## src/hdl/cimd_pkg.sv

```systemverilog
// Shared types, constants and digit helpers for the IMSI_M digit decoder.
`default_nettype none

package cimd_pkg;

    // Record checks.
    localparam logic [15:0] MIN_LEN     = 16'd10;
    localparam logic [7:0]  PROG_MASK   = 8'h80;
    localparam logic [7:0]  MCC_HI_MASK = 8'h03;
    localparam logic [7:0]  MNC_MASK    = 8'h7F;
    localparam logic [9:0]  MAX3        = 10'd999;
    localparam logic [6:0]  MAX2        = 7'd99;
    localparam logic [3:0]  NIB_MAX     = 4'd10;

    // Output word shape.
    localparam int          NDIGITS   = 15;
    localparam int          CNT_W     = $clog2(NDIGITS);
    localparam logic [7:0]  CHAR_ZERO = 8'h30;

    // Queue between classifier and digit sequencer.
    localparam int QDEPTH = 2;
    localparam int PTR_W  = (QDEPTH > 1) ? $clog2(QDEPTH) : 1;

    typedef enum logic [1:0] {
        ST_OK     = 2'd0,
        ST_SHORT  = 2'd1,
        ST_NOPROG = 2'd2,
        ST_RANGE  = 2'd3
    } status_t;

    // One classified record: status plus the fifteen digit codes, first digit at index 0.
    typedef struct packed {
        status_t                     status;
        logic [NDIGITS-1:0][3:0]     codes;
    } entry_t;

    typedef struct packed {
        logic full;
        logic empty;
    } q_flags_t;

    // Split a value below 1000 into hundreds, tens and ones.
    function automatic logic [11:0] split3(input logic [9:0] v);
        logic [3:0] h;
        logic [3:0] t;
        logic [9:0] r;
        logic [6:0] rr;
        h = 4'd0;
        t = 4'd0;
        for (int k = 1; k <= 9; k++) begin
            if (v >= 10'(k * 100)) begin
                h = 4'(k);
            end
        end
        r  = v - 10'(h) * 10'd100;
        rr = r[6:0];
        for (int k = 1; k <= 9; k++) begin
            if (rr >= 7'(k * 10)) begin
                t = 4'(k);
            end
        end
        return {h, t, 4'(rr - 7'(t) * 7'd10)};
    endfunction

    // A field digit d is sent as (d + 1) mod 10.
    function automatic logic [3:0] shift_code(input logic [3:0] d);
        return (d >= 4'd9) ? 4'd0 : d + 4'd1;
    endfunction

endpackage

`default_nettype wire

```

## src/hdl/cimd_if.sv

```systemverilog
// Handshake interfaces for the record input and the digit output.
`default_nettype none

interface cimd_rec_if;
    logic        valid;
    logic        ready;
    logic [15:0] record_length;
    logic [7:0]  min2_low;
    logic [7:0]  min2_high;
    logic [7:0]  min1_low;
    logic [7:0]  min1_mid;
    logic [7:0]  min1_high;
    logic [7:0]  mnc_byte;
    logic [7:0]  flag_byte;
    logic [7:0]  mcc_low;
    logic [7:0]  mcc_high;

    modport source (
        output valid, record_length, min2_low, min2_high, min1_low, min1_mid,
               min1_high, mnc_byte, flag_byte, mcc_low, mcc_high,
        input  ready
    );
    modport sink (
        input  valid, record_length, min2_low, min2_high, min1_low, min1_mid,
               min1_high, mnc_byte, flag_byte, mcc_low, mcc_high,
        output ready
    );
endinterface

interface cimd_dig_if;
    logic       valid;
    logic       ready;
    logic [7:0] digit_char;
    logic [1:0] status;
    logic       last;

    modport source (output valid, digit_char, status, last, input ready);
    modport sink   (input valid, digit_char, status, last, output ready);
endinterface

`default_nettype wire

```

## src/hdl/cimd_front.sv

```systemverilog
// Record front end: accepts a record, checks it and splits its fields into digit codes.
`default_nettype none

module cimd_front (
    input  wire logic              clk,
    input  wire logic              rst_n,
    cimd_rec_if.sink               rec,
    output cimd_pkg::entry_t       wr_data,
    output logic                   push,
    input  wire cimd_pkg::q_flags_t qflags
);

    logic        v_reg, v_next;
    logic        short_reg;
    logic        prog_reg;
    logic [9:0]  mcc_reg;
    logic [6:0]  mnc_reg;
    logic [15:0] min2_reg;
    logic [23:0] min1_reg;
    logic        accept;

    logic [9:0]  upper;
    logic [3:0]  nib;
    logic [9:0]  lower;
    logic [11:0] mcc_s, mnc_s, min2_s, upper_s, lower_s;
    logic        range_bad;

    // Handshake: the holding stage frees up when its word moves into the queue.
    assign push       = v_reg && !qflags.full;
    assign rec.ready  = !v_reg || push;
    assign accept     = rec.valid && rec.ready;

    always_comb
    begin
        v_next = v_reg;
        if (accept) begin
            v_next = 1'b1;
        end else if (push) begin
            v_next = 1'b0;
        end
    end

    always_ff @(posedge clk or negedge rst_n)
    begin
        if (!rst_n) begin
            v_reg <= 1'b0;
        end else begin
            v_reg <= v_next;
        end
    end

    // Capture the extracted fields of an accepted record.
    always_ff @(posedge clk)
    begin
        if (accept) begin
            short_reg <= rec.record_length < cimd_pkg::MIN_LEN;
            prog_reg  <= (rec.flag_byte & cimd_pkg::PROG_MASK) != 8'd0;
            mcc_reg   <= {2'(rec.mcc_high & cimd_pkg::MCC_HI_MASK), rec.mcc_low};
            mnc_reg   <= 7'(rec.mnc_byte & cimd_pkg::MNC_MASK);
            min2_reg  <= {rec.min2_high, rec.min2_low};
            min1_reg  <= {rec.min1_high, rec.min1_mid, rec.min1_low};
        end
    end

    // MIN1 breaks into a ten-bit upper part, the thousands nibble and a ten-bit lower part.
    assign upper = min1_reg[23:14];
    assign nib   = min1_reg[13:10];
    assign lower = min1_reg[9:0];

    assign range_bad = (mcc_reg > cimd_pkg::MAX3) || (mnc_reg > cimd_pkg::MAX2) ||
                       (min2_reg > 16'(cimd_pkg::MAX3)) || (nib == 4'd0) ||
                       (nib > cimd_pkg::NIB_MAX) || (upper > cimd_pkg::MAX3) ||
                       (lower > cimd_pkg::MAX3);

    assign mcc_s   = cimd_pkg::split3(mcc_reg);
    assign mnc_s   = cimd_pkg::split3({3'd0, mnc_reg});
    assign min2_s  = cimd_pkg::split3(min2_reg[9:0]);
    assign upper_s = cimd_pkg::split3(upper);
    assign lower_s = cimd_pkg::split3(lower);

    // Build the queue word in IMSI digit order.
    always_comb
    begin
        if (short_reg) begin
            wr_data.status = cimd_pkg::ST_SHORT;
        end else if (!prog_reg) begin
            wr_data.status = cimd_pkg::ST_NOPROG;
        end else if (range_bad) begin
            wr_data.status = cimd_pkg::ST_RANGE;
        end else begin
            wr_data.status = cimd_pkg::ST_OK;
        end

        wr_data.codes[0]  = cimd_pkg::shift_code(mcc_s[11:8]);
        wr_data.codes[1]  = cimd_pkg::shift_code(mcc_s[7:4]);
        wr_data.codes[2]  = cimd_pkg::shift_code(mcc_s[3:0]);
        wr_data.codes[3]  = cimd_pkg::shift_code(mnc_s[7:4]);
        wr_data.codes[4]  = cimd_pkg::shift_code(mnc_s[3:0]);
        wr_data.codes[5]  = cimd_pkg::shift_code(min2_s[11:8]);
        wr_data.codes[6]  = cimd_pkg::shift_code(min2_s[7:4]);
        wr_data.codes[7]  = cimd_pkg::shift_code(min2_s[3:0]);
        wr_data.codes[8]  = cimd_pkg::shift_code(upper_s[11:8]);
        wr_data.codes[9]  = cimd_pkg::shift_code(upper_s[7:4]);
        wr_data.codes[10] = cimd_pkg::shift_code(upper_s[3:0]);
        // The thousands nibble is sent as its value mod 10, without the shift.
        wr_data.codes[11] = (nib == cimd_pkg::NIB_MAX) ? 4'd0 : nib;
        wr_data.codes[12] = cimd_pkg::shift_code(lower_s[11:8]);
        wr_data.codes[13] = cimd_pkg::shift_code(lower_s[7:4]);
        wr_data.codes[14] = cimd_pkg::shift_code(lower_s[3:0]);
    end

endmodule

`default_nettype wire

```

## src/hdl/cimd_queue.sv

```systemverilog
// Small FIFO of classified records between the front end and the digit sequencer.
`default_nettype none

module cimd_queue (
    input  wire logic               clk,
    input  wire logic               rst_n,
    input  wire logic               push,
    input  wire cimd_pkg::entry_t   wr_data,
    input  wire logic               pop,
    output cimd_pkg::entry_t        rd_data,
    output cimd_pkg::q_flags_t      flags
);

    localparam logic [cimd_pkg::PTR_W-1:0] PTR_LAST = cimd_pkg::PTR_W'(cimd_pkg::QDEPTH - 1);
    localparam logic [cimd_pkg::PTR_W:0]   CNT_FULL = (cimd_pkg::PTR_W + 1)'(cimd_pkg::QDEPTH);

    cimd_pkg::entry_t               mem_reg [cimd_pkg::QDEPTH];
    logic [cimd_pkg::PTR_W-1:0]     wr_ptr_reg, wr_ptr_next;
    logic [cimd_pkg::PTR_W-1:0]     rd_ptr_reg, rd_ptr_next;
    logic [cimd_pkg::PTR_W:0]       count_reg, count_next;

    assign flags.full  = count_reg == CNT_FULL;
    assign flags.empty = count_reg == '0;
    assign rd_data     = mem_reg[rd_ptr_reg];

    // Pointer and fill-count update.
    always_comb
    begin
        wr_ptr_next = wr_ptr_reg;
        rd_ptr_next = rd_ptr_reg;
        count_next  = count_reg;
        if (push) begin
            wr_ptr_next = (wr_ptr_reg == PTR_LAST) ? '0 : wr_ptr_reg + 1'b1;
        end
        if (pop) begin
            rd_ptr_next = (rd_ptr_reg == PTR_LAST) ? '0 : rd_ptr_reg + 1'b1;
        end
        if (push && !pop) begin
            count_next = count_reg + 1'b1;
        end else if (pop && !push) begin
            count_next = count_reg - 1'b1;
        end
    end

    always_ff @(posedge clk or negedge rst_n)
    begin
        if (!rst_n) begin
            wr_ptr_reg <= '0;
            rd_ptr_reg <= '0;
            count_reg  <= '0;
        end else begin
            wr_ptr_reg <= wr_ptr_next;
            rd_ptr_reg <= rd_ptr_next;
            count_reg  <= count_next;
        end
    end

    // Storage for queued words.
    always_ff @(posedge clk)
    begin
        if (push) begin
            mem_reg[wr_ptr_reg] <= wr_data;
        end
    end

    a_no_overflow: assert property (@(posedge clk) disable iff (!rst_n)
        push |-> !flags.full)
        else $error("queue written while full");

    a_no_underflow: assert property (@(posedge clk) disable iff (!rst_n)
        pop |-> !flags.empty)
        else $error("queue read while empty");

endmodule

`default_nettype wire

```

## src/hdl/cimd_back.sv

```systemverilog
// Digit sequencer: walks the head record, one ASCII word per cycle unless stalled.
`default_nettype none

module cimd_back (
    input  wire logic               clk,
    input  wire logic               rst_n,
    input  wire cimd_pkg::entry_t   head,
    input  wire cimd_pkg::q_flags_t qflags,
    output logic                    pop,
    cimd_dig_if.source              dig
);

    localparam logic [cimd_pkg::CNT_W-1:0] LAST_IDX = cimd_pkg::CNT_W'(cimd_pkg::NDIGITS - 1);

    logic [cimd_pkg::CNT_W-1:0] cnt_reg, cnt_next;
    logic                       out_valid_reg, out_valid_next;
    logic [7:0]                 char_reg, char_next;
    logic [1:0]                 status_reg, status_next;
    logic                       last_reg, last_next;
    logic                       load;
    logic                       emit;
    logic                       is_err;
    logic                       last_word;

    // The output register reloads when empty or when its word is taken.
    assign load      = !out_valid_reg || dig.ready;
    assign emit      = load && !qflags.empty;
    assign is_err    = head.status != cimd_pkg::ST_OK;
    assign last_word = is_err || (cnt_reg == LAST_IDX);
    assign pop       = emit && last_word;

    always_comb
    begin
        cnt_next       = cnt_reg;
        out_valid_next = out_valid_reg;
        char_next      = char_reg;
        status_next    = status_reg;
        last_next      = last_reg;
        if (load) begin
            out_valid_next = !qflags.empty;
        end
        if (emit) begin
            cnt_next    = last_word ? '0 : cnt_reg + 1'b1;
            char_next   = is_err ? 8'd0 : cimd_pkg::CHAR_ZERO + 8'(head.codes[cnt_reg]);
            status_next = head.status;
            last_next   = last_word;
        end
    end

    always_ff @(posedge clk or negedge rst_n)
    begin
        if (!rst_n) begin
            cnt_reg       <= '0;
            out_valid_reg <= 1'b0;
        end else begin
            cnt_reg       <= cnt_next;
            out_valid_reg <= out_valid_next;
        end
    end

    always_ff @(posedge clk)
    begin
        char_reg   <= char_next;
        status_reg <= status_next;
        last_reg   <= last_next;
    end

    assign dig.valid      = out_valid_reg;
    assign dig.digit_char = char_reg;
    assign dig.status     = status_reg;
    assign dig.last       = last_reg;

    a_err_is_last: assert property (@(posedge clk) disable iff (!rst_n)
        dig.valid && (dig.status != 2'(cimd_pkg::ST_OK)) |-> dig.last)
        else $error("error word without last");

    a_pop_at_end: assert property (@(posedge clk) disable iff (!rst_n)
        pop |-> (cnt_reg == LAST_IDX) || is_err)
        else $error("record retired before its last digit");

    a_hold_on_stall: assert property (@(posedge clk) disable iff (!rst_n)
        dig.valid && !dig.ready |=> $stable(cnt_reg))
        else $error("digit counter moved during a stall");

endmodule

`default_nettype wire

```

## src/hdl/cdma_imsi_m_to_ascii_digits_top.sv

```systemverilog
// CDMA IMSI_M record decoder: takes one record word and sends its IMSI as ASCII digit words.
//
// Input channel rec carries one IMSI_M record (bytes 1 to 9 and the record length) per word.
// Output channel dig carries one word per IMSI digit: digit_char, status and last.
// A good record gives fifteen digit words with status 0, last set on the fifteenth.
// A short, unprogrammed or out-of-range record gives a single word with digit_char 0,
// the status code and last set.
// The record passes the front-end holding stage and the queue before its first digit word is
// registered at the output. The output carries one word per cycle while a record is queued and
// the receiver is ready; the digit sequencer in the back end sets this pace.
// Between the front-end holding stage and a two-word queue, up to three records are
// buffered, so the input keeps taking words while the output drains.
// When the receiver holds ready low the current digit word stays put, the sequencer
// waits, and once the buffering is full rec.ready falls.
// Reset (rst_n, asynchronous, active low) empties every stage and the queue; no word
// is valid after reset until a record is accepted.
`default_nettype none

module cdma_imsi_m_to_ascii_digits_top (
    input  wire logic clk,
    input  wire logic rst_n,
    cimd_rec_if.sink  rec,
    cimd_dig_if.source dig
);

    cimd_pkg::entry_t   wr_data;
    cimd_pkg::entry_t   head;
    cimd_pkg::q_flags_t qflags;
    logic               push;
    logic               pop;

    cimd_front u_front (
        .clk     (clk),
        .rst_n   (rst_n),
        .rec     (rec),
        .wr_data (wr_data),
        .push    (push),
        .qflags  (qflags)
    );

    cimd_queue u_queue (
        .clk     (clk),
        .rst_n   (rst_n),
        .push    (push),
        .wr_data (wr_data),
        .pop     (pop),
        .rd_data (head),
        .flags   (qflags)
    );

    cimd_back u_back (
        .clk    (clk),
        .rst_n  (rst_n),
        .head   (head),
        .qflags (qflags),
        .pop    (pop),
        .dig    (dig)
    );

endmodule

`default_nettype wire

```

## src/flat_wrapper.sv

```systemverilog
// flat-port wrapper written by rule: the top's interface ports become plain ports
module cdma_imsi_m_to_ascii_digits_top_flat 
  (clk, rst_n, rec_valid, rec_record_length, rec_min2_low, rec_min2_high, rec_min1_low, rec_min1_mid, rec_min1_high, rec_mnc_byte, rec_flag_byte, rec_mcc_low, rec_mcc_high, rec_ready, dig_valid, dig_digit_char, dig_status, dig_last, dig_ready);
  cimd_rec_if rec_i ();
  cimd_dig_if dig_i ();
  input  wire logic clk;
  input  wire logic rst_n;
  input wire logic [$bits(rec_i.valid)-1:0] rec_valid;
  input wire logic [$bits(rec_i.record_length)-1:0] rec_record_length;
  input wire logic [$bits(rec_i.min2_low)-1:0] rec_min2_low;
  input wire logic [$bits(rec_i.min2_high)-1:0] rec_min2_high;
  input wire logic [$bits(rec_i.min1_low)-1:0] rec_min1_low;
  input wire logic [$bits(rec_i.min1_mid)-1:0] rec_min1_mid;
  input wire logic [$bits(rec_i.min1_high)-1:0] rec_min1_high;
  input wire logic [$bits(rec_i.mnc_byte)-1:0] rec_mnc_byte;
  input wire logic [$bits(rec_i.flag_byte)-1:0] rec_flag_byte;
  input wire logic [$bits(rec_i.mcc_low)-1:0] rec_mcc_low;
  input wire logic [$bits(rec_i.mcc_high)-1:0] rec_mcc_high;
  output wire logic [$bits(rec_i.ready)-1:0] rec_ready;
  output wire logic [$bits(dig_i.valid)-1:0] dig_valid;
  output wire logic [$bits(dig_i.digit_char)-1:0] dig_digit_char;
  output wire logic [$bits(dig_i.status)-1:0] dig_status;
  output wire logic [$bits(dig_i.last)-1:0] dig_last;
  input wire logic [$bits(dig_i.ready)-1:0] dig_ready;
  assign rec_i.valid = rec_valid;
  assign rec_i.record_length = rec_record_length;
  assign rec_i.min2_low = rec_min2_low;
  assign rec_i.min2_high = rec_min2_high;
  assign rec_i.min1_low = rec_min1_low;
  assign rec_i.min1_mid = rec_min1_mid;
  assign rec_i.min1_high = rec_min1_high;
  assign rec_i.mnc_byte = rec_mnc_byte;
  assign rec_i.flag_byte = rec_flag_byte;
  assign rec_i.mcc_low = rec_mcc_low;
  assign rec_i.mcc_high = rec_mcc_high;
  assign rec_ready = rec_i.ready;
  assign dig_valid = dig_i.valid;
  assign dig_digit_char = dig_i.digit_char;
  assign dig_status = dig_i.status;
  assign dig_last = dig_i.last;
  assign dig_i.ready = dig_ready;
  cdma_imsi_m_to_ascii_digits_top u_core (.clk(clk), .rst_n(rst_n), .rec(rec_i), .dig(dig_i));
endmodule
```

## config.mk

```make
export PLATFORM = sky130hd
export DESIGN_NAME = cdma_imsi_m_to_ascii_digits_top_flat
export DESIGN_NICKNAME = d
export VERILOG_FILES = /design/src/hdl/cimd_pkg.sv /design/src/hdl/cimd_if.sv /design/src/hdl/cimd_front.sv /design/src/hdl/cimd_queue.sv /design/src/hdl/cimd_back.sv /design/src/hdl/cdma_imsi_m_to_ascii_digits_top.sv /design/src/flat_wrapper.sv
export SDC_FILE = /design/constraint.sdc
export NUM_CORES = 1
export LEC_CHECK = 0
export ABC_CLOCK_PERIOD_IN_PS = 5700
export CORE_MARGIN = 2
export CORE_UTILIZATION = 65
export CTS_CLUSTER_SIZE = 12
export DETAILED_ROUTE_END_ITERATION = 8
export DONT_BUFFER_PORTS = 1
export PLACE_DENSITY = 0.81
export SLEW_MARGIN = 5
export SYNTH_ARGS = -nofsm -noshare
export SYNTH_HDL_FRONTEND = slang
export SYNTH_HIERARCHICAL = 1
export SYNTH_SLANG_ARGS = --single-unit
```

## constraint.sdc

```tcl
create_clock -name clk -period 5.7 [get_ports clk]
set_input_delay 0 -clock clk [delete_from_list [all_inputs] [get_ports clk]]
set_output_delay 0 -clock clk [all_outputs]
set_load 0.01 [all_outputs]
```

==> results.ini, run 1 <==
[outcome]
status=finished, final reports clean

[cells_and_area]
nFillCells=1246
syn_to_final_growth_pct=12.61
multiInputGateArea_um2=6086
drive_gt1_share_pct=15.44
layoutNonFillerInstCount=1419
fin_nets=1316
largest_reg_flops=124
seq_area_um2=5989

[timing]
slew_headroom_pct=28.47
post-route-period-util_pct=95.81
fin_tns_setup_ps=0
skew_ps=8.769
fin_crit_ps=5461
fin_ws_ps=238.7
drv_slew=0
hold_violations=0
finalSetupViolations=0
timing.fmax_mhz=183.1
worstMarginPinSlew_ps=1073

[routing]
first_pass_iters=5
drtAntennaViolNets=0
wl_um=26000
wl_per_cell_um=18.32
vias=8650
via_per_inst=6.096
drc=0
drt-initial-drc-count=725

[synth]
synth_top_flop_cell=edfxtp_1
synth.avg_cell_area_um2=11.75
synth_enable_flop_cells=191
ys_top_cells_by_area=edfxtp_1 (45%), ha_1 (7.2%), mux2_4 (7.0%)
synthCells=1078
synth.yosys.seq_area_share_pct=47.25
netlist_area_um2=12670
yosysWarnings=6
async_flop_share_pct=4.975
synth-seq-cells=201
synth_top_cell_area_share_pct=45.28
synth_cell_types=94
synth_top_area_cell=edfxtp_1

[setup_path]
critical_path_class=flop to flop
start_kind=flop
cp-end-kind=flop
arrival_ps=5710
cp_max_fo=8
crit_required_ps=5950

[clock_tree]
clock-sinks=201
cts-root-buf=clkbuf_16
clock_latency_ps=500
clockBufferDepth=3
cts_tree=done
cts_made_buffers=23
cts_htree_levels=1
clk_pin_slew_ps=60

[die]
pin_count=105
core_um2=19270
start_util_pct=65.73
die_y_um=143.6
fp.dieArea_um2=20620
die_w_um=143.6
rows=51

[global_route]
grt_max_degree=63
grt_antenna_before_repair=1
grt_overflow=0
globalRouteTotalUtil_pct=24.71
grt_pass1_wl_um=40360
grt_use_met3_pct=3.132
use_met1_pct=32.84
grt_pass1_vias=8200
grt_busiest_layer=met2
gr-usage-met2_pct=43.06

[placed_design]
gp_congestion=0.8381
dp.final_hpwl_um=16240
dp_slack_ps=122.3
place_inst=1306
port_buffers=0

[min_path]
min-delay-path-class=input pin to flop

[flow_run]
maxCapViolCount=0

final timing paths:
kind	start	endpoint	slack (ps)	cells after the start
max	u_core/u_front/min2_reg[2]	u_core/u_queue/mem_reg[0][30]	240	21
min	rec_min2_low[1]	u_core/u_front/min2_reg[1]	130	1
max reg2reg	u_core/u_front/min2_reg[2]	u_core/u_queue/mem_reg[0][30]	240	21
min reg2reg	u_core/u_queue/count_reg[1]	u_core/u_queue/count_reg[1]	520	1
max in group asynchronous	rst_n	u_core/u_queue/rd_ptr_reg	4840	2
min in group asynchronous	rst_n	u_core/u_queue/rd_ptr_reg	480	2
worst max-delay path, stage by stage, from the launching register on:
cell	delay, ps
edfxtp_1	460
maj3_1	390
o21a_1	200
maj3_1	380
o21ai_0	210
o21ai_0	120
nor2_1	100
o32ai_1	140
ha_1	300
inv_1	40
ha_1	320
or3_4	410
and2_1	250
a21oi_1	170
nor4_1	60
o31a_1	300
ha_1	210
fa_1	370
xnor2_1	250
xnor2_2	190
o21ai_1	110
a31o_1	240
per-stage QoR:
step                      hold WS (ps)  util, %  area, um^2
final                            125.4    74.02       14260
after global routing             108.3    74.02       14260
after CTS                        105.4    73.28       14120
after detailed placement        -295.2    66.19       12750
after global placement          -295.1    66.19       12750
after floorplan                 -295.6        -       12670
kinds of logic (layout without fill, tap and decap cells):
family / count (synthesis) / count (layout) / share of synthesized area [%]
AO/OA/AOI/OAI: 232 / 232 / 12.40
XOR/XNOR: 45 / 45 / 3.526
adder cells (fa/ha/maj): 90 / 90 / 9.265
buffers and inverters: 129 / 203 / 5.265
flip-flops: 201 / 201 / 47.25
multiplexers: 89 / 89 / 10.59
other: 1 / 3 / 0.02960
AND/OR/NAND/NOR: 291 / 291 / 11.68
cells in the mapped netlist (14+ instances only):
master	count
edfxtp_1	191
nor2_1	84
ha_1	73
inv_1	71
mux2_4	59
nand2_1	58
o21ai_0	53
a21oi_1	50
nor3_1	30
clkbuf_1	26
xnor2_1	21
nor2b_1	20
nand3_1	18
xor2_1	18
nand2b_1	15
mux2i_1	14
what timing repair did:
item,in CTS,in global routing
setup endpoints to repair,0,20
resized for setup,0,12
buffers inserted,0,11
endpoints found under the hold margin,75,0
hold buffers,65,0
routing by layer:
metal  part of all wire, %  vias up
li1                      -     4110
met1                    42     4154
met2                    51      337
met3                   5.4       49
met4                   2.4        0
met5                     0        -
layout by cell type (no fill, tap or decap), types with 12 or more instances in the layout:
master and n:
edfxtp_1 191, nor2_1 84, ha_1 73, inv_1 71
dlygate4sd3_1 65, mux2_4 59, nand2_1 58, o21ai_0 51
a21oi_1 50, buf_4 28, nor3_1 27, clkbuf_16 23
nor2b_1 19, nand3_1 18, xor2_1 18, xnor2_1 18
nand2b_1 15, mux2i_1 14, o31ai_1 13, mux4_2 12
final cells by class:
type | count | area share, %
clock inverters | 8 | 0.8596
multi-input cells | 749 | 42.66
repair buffers | 93 | 6.035
inverters | 74 | 1.947
clock buffers | 28 | 4.166
diodes | 1 | 0.01754
flip-flops and latches | 201 | 41.99
well taps | 265 | 2.324
Power of run 1 is not shown: default switching activity piles up to over one toggle a cycle in this logic, so the estimate is an artifact.
==> inputs of run 2 (changes only) <==
--- a/config.mk
+++ b/config.mk
@@ -7,11 +7,12 @@
 export LEC_CHECK = 0
 export ABC_CLOCK_PERIOD_IN_PS = 5700
 export CORE_MARGIN = 2
-export CORE_UTILIZATION = 65
+export CORE_UTILIZATION = 67
+export CTS_BUF_LIST = sky130_fd_sc_hd__clkbuf_2
 export CTS_CLUSTER_SIZE = 12
 export DETAILED_ROUTE_END_ITERATION = 8
 export DONT_BUFFER_PORTS = 1
-export PLACE_DENSITY = 0.81
+export PLACE_DENSITY = 0.83
 export SLEW_MARGIN = 5
 export SYNTH_ARGS = -nofsm -noshare
 export SYNTH_HDL_FRONTEND = slang
==> results.ini, run 2 (synthesized netlist as in run 1, its figures left out) <==
[global_route]
grt_max_degree=63
grt_antenna_before_repair=1
grt_pass1_wl_um=44070
globalRouteTotalUtil_pct=27.66
grt_pass1_vias=8742
grt_overflow=0

[die]
fp.dieArea_um2=20020
die_y_um=141.5
rows=50
core_um2=18640
start_util_pct=67.95
die_w_um=141.5
pin_count=105

[timing]
drv_slew=0
slew_headroom_pct=30.09
hold_violations=0
skew_ps=63.95
post-route-period-util_pct=96.25
fin_ws_ps=213.9
hold_ws_ps=132.6
worstMarginPinSlew_ps=1049
fin_crit_ps=5486
timing.fmax_mhz=182.3
finalSetupViolations=0

[placed_design]
gp_congestion=0.8727
port_buffers=0
dp_slack_ps=192.0
dp.final_hpwl_um=16220
post_dp_cell_area_um2=12720

[routing]
dr_wl_met3_um=1992
drt-initial-drc-count=962
wl_met1_um=11310
drtAntennaViolNets=0
first_pass_iters=8
drc=0
via_per_inst=6.082
wl_um=28140
top_layer=met4
wl_met2_um=14290
vias=9166
wl_per_cell_um=18.67

[cells_and_area]
stdcell_area_um2=14640
drive_gt1_share_pct=17.69
syn_to_final_growth_pct=15.58
layout_commonest_cell=edfxtp_1
largest_reg_flops=124
fin_nets=1404
fin_util_pct=78.53
layout_common_cells=edfxtp_1 (191), dlygate4sd3_1 (125), nor2_1 (84)

[setup_path]
cp-end-kind=flop
crit_required_ps=6260
arrival_ps=6050
critical_path_class=flop to flop
crit_chain=maj3_1, o21a_1, maj3_1, o21ai_1, o21ai_0, nor2_1, o32ai_1, buf_4, ha_1, fa_1, nand2b_2, o31ai_1, nand3b_1, o21ai_0, nor4_1, o31a_1, ha_1, fa_1, xnor2_2, xnor2_2, o21ai_1, a31o_1
start_kind=flop
cp_slowest_stage_delay_ps=450
cp_max_fo=6
crit_slowest_cell=edfxtp_1

[clock_tree]
cts_made_buffers=52
clockBufferDepth=3
cts_tree=done
clock_latency_ps=820
cts-root-buf=clkbuf_2
clk_pin_slew_ps=130
cts_htree_levels=2
clock-sinks=201

[min_path]
min-delay-path-class=input pin to flop

[power]
ir_drop_uv=472.3
power_density_nw_per_um2=691.6
total_leakage_power_nw=5.894

[outcome]
status=finished, final reports clean

[flow_run]
maxCapViolCount=0

run 2: cell types whose count changed in the layout (fill, tap and decap cells not counted), moves of 2 or more:
cell / before / now
clkbuf_2: 0 / 66
dlygate4sd3_1: 65 / 125
clkinv_1: 0 / 24
clkbuf_16: 23 / 0
clkbuf_1: 5 / 0
bufinv_16: 3 / 1
clkinv_2: 3 / 5
xnor2_1: 18 / 16
xnor2_2: 6 / 8
run 2: repair_timing:
item | CTS | global route
setup buffers | 0 | 10
hold endpoints to repair | 135 | 0
setup endpoints to repair | 0 | 36
hold buffers | 125 | 0
resized for setup | 0 | 22
run 2: metal layers:
layer	global-route usage, %	vias to the layer above
met1	35.86	4338
met4	8.053	0
li1	-	4328
met5	0	-
met3	5.636	53
met2	47.55	447
run 2: final timing paths:
check / startpoint / endpoint / slack (ps) / cells after the start
setup reg to reg: u_core/u_front/min2_reg[6] / u_core/u_queue/mem_reg[0][30] / 210 / 22
hold reg to reg: u_core/u_queue/count_reg[1] / u_core/u_queue/count_reg[1] / 510 / 1
min in group asynchronous: rst_n / u_core/u_back/dig.valid / 180 / 2
max in group asynchronous: rst_n / u_core/u_queue/rd_ptr_reg / 5160 / 2
setup / recovery: u_core/u_front/min2_reg[6] / u_core/u_queue/mem_reg[0][30] / 210 / 22
hold / removal: rec_record_length[8] / u_core/u_front/short_reg / 130 / 3
run 2: critical path: cells and delay by family, from the launching register on:
family | cells | cell delay [ps]
fa+ha+maj | 6 | 2020
compound gates | 9 | 1600
simple gates | 4 | 550
xor+xnor | 2 | 450
flops | 1 | 450
buf+inv | 1 | 170
run 2: power breakdown:
| group | total, mW | switching, mW | leakage, nW | internal [mW] |
|---|---|---|---|---|
| clock network | 0.984 | 0.612 | 0.345 | 0.371 |
| logic | 6.07 | 3.42 | 3.60 | 2.64 |
| registers | 3.08 | 0.349 | 1.95 | 2.73 |
| total | 10.1 | 4.38 | 5.89 | 5.74 |
run 2: area by class of cell:
cell class / count / area, um^2
clock buffers: 66 / 330.3
diodes: 1 / 2.502
flip-flops and latches: 201 / 5989
repair buffers: 152 / 1454
multi-input cells: 749 / 6148
clock inverters: 30 / 145.1
inverters: 74 / 277.8
fillers: 1057 / 4003
well taps: 234 / 292.8
run 2: metrics by stage:
step | cells | setup TNS (ps) | power (mW)
6_report | 1507 | 0 | 10.13
5_1_grt | 1507 | -24.23 | 10.86
4_1_cts | 1496 | 0 | 9.653
3_5_place_dp | 1275 | 0 | 8.587
3_3_place_gp | 1275 | 0 | 8.301
2_1_floorplan | 1079 | 0 | 7.526
Power figures use the tool's default switching activity.
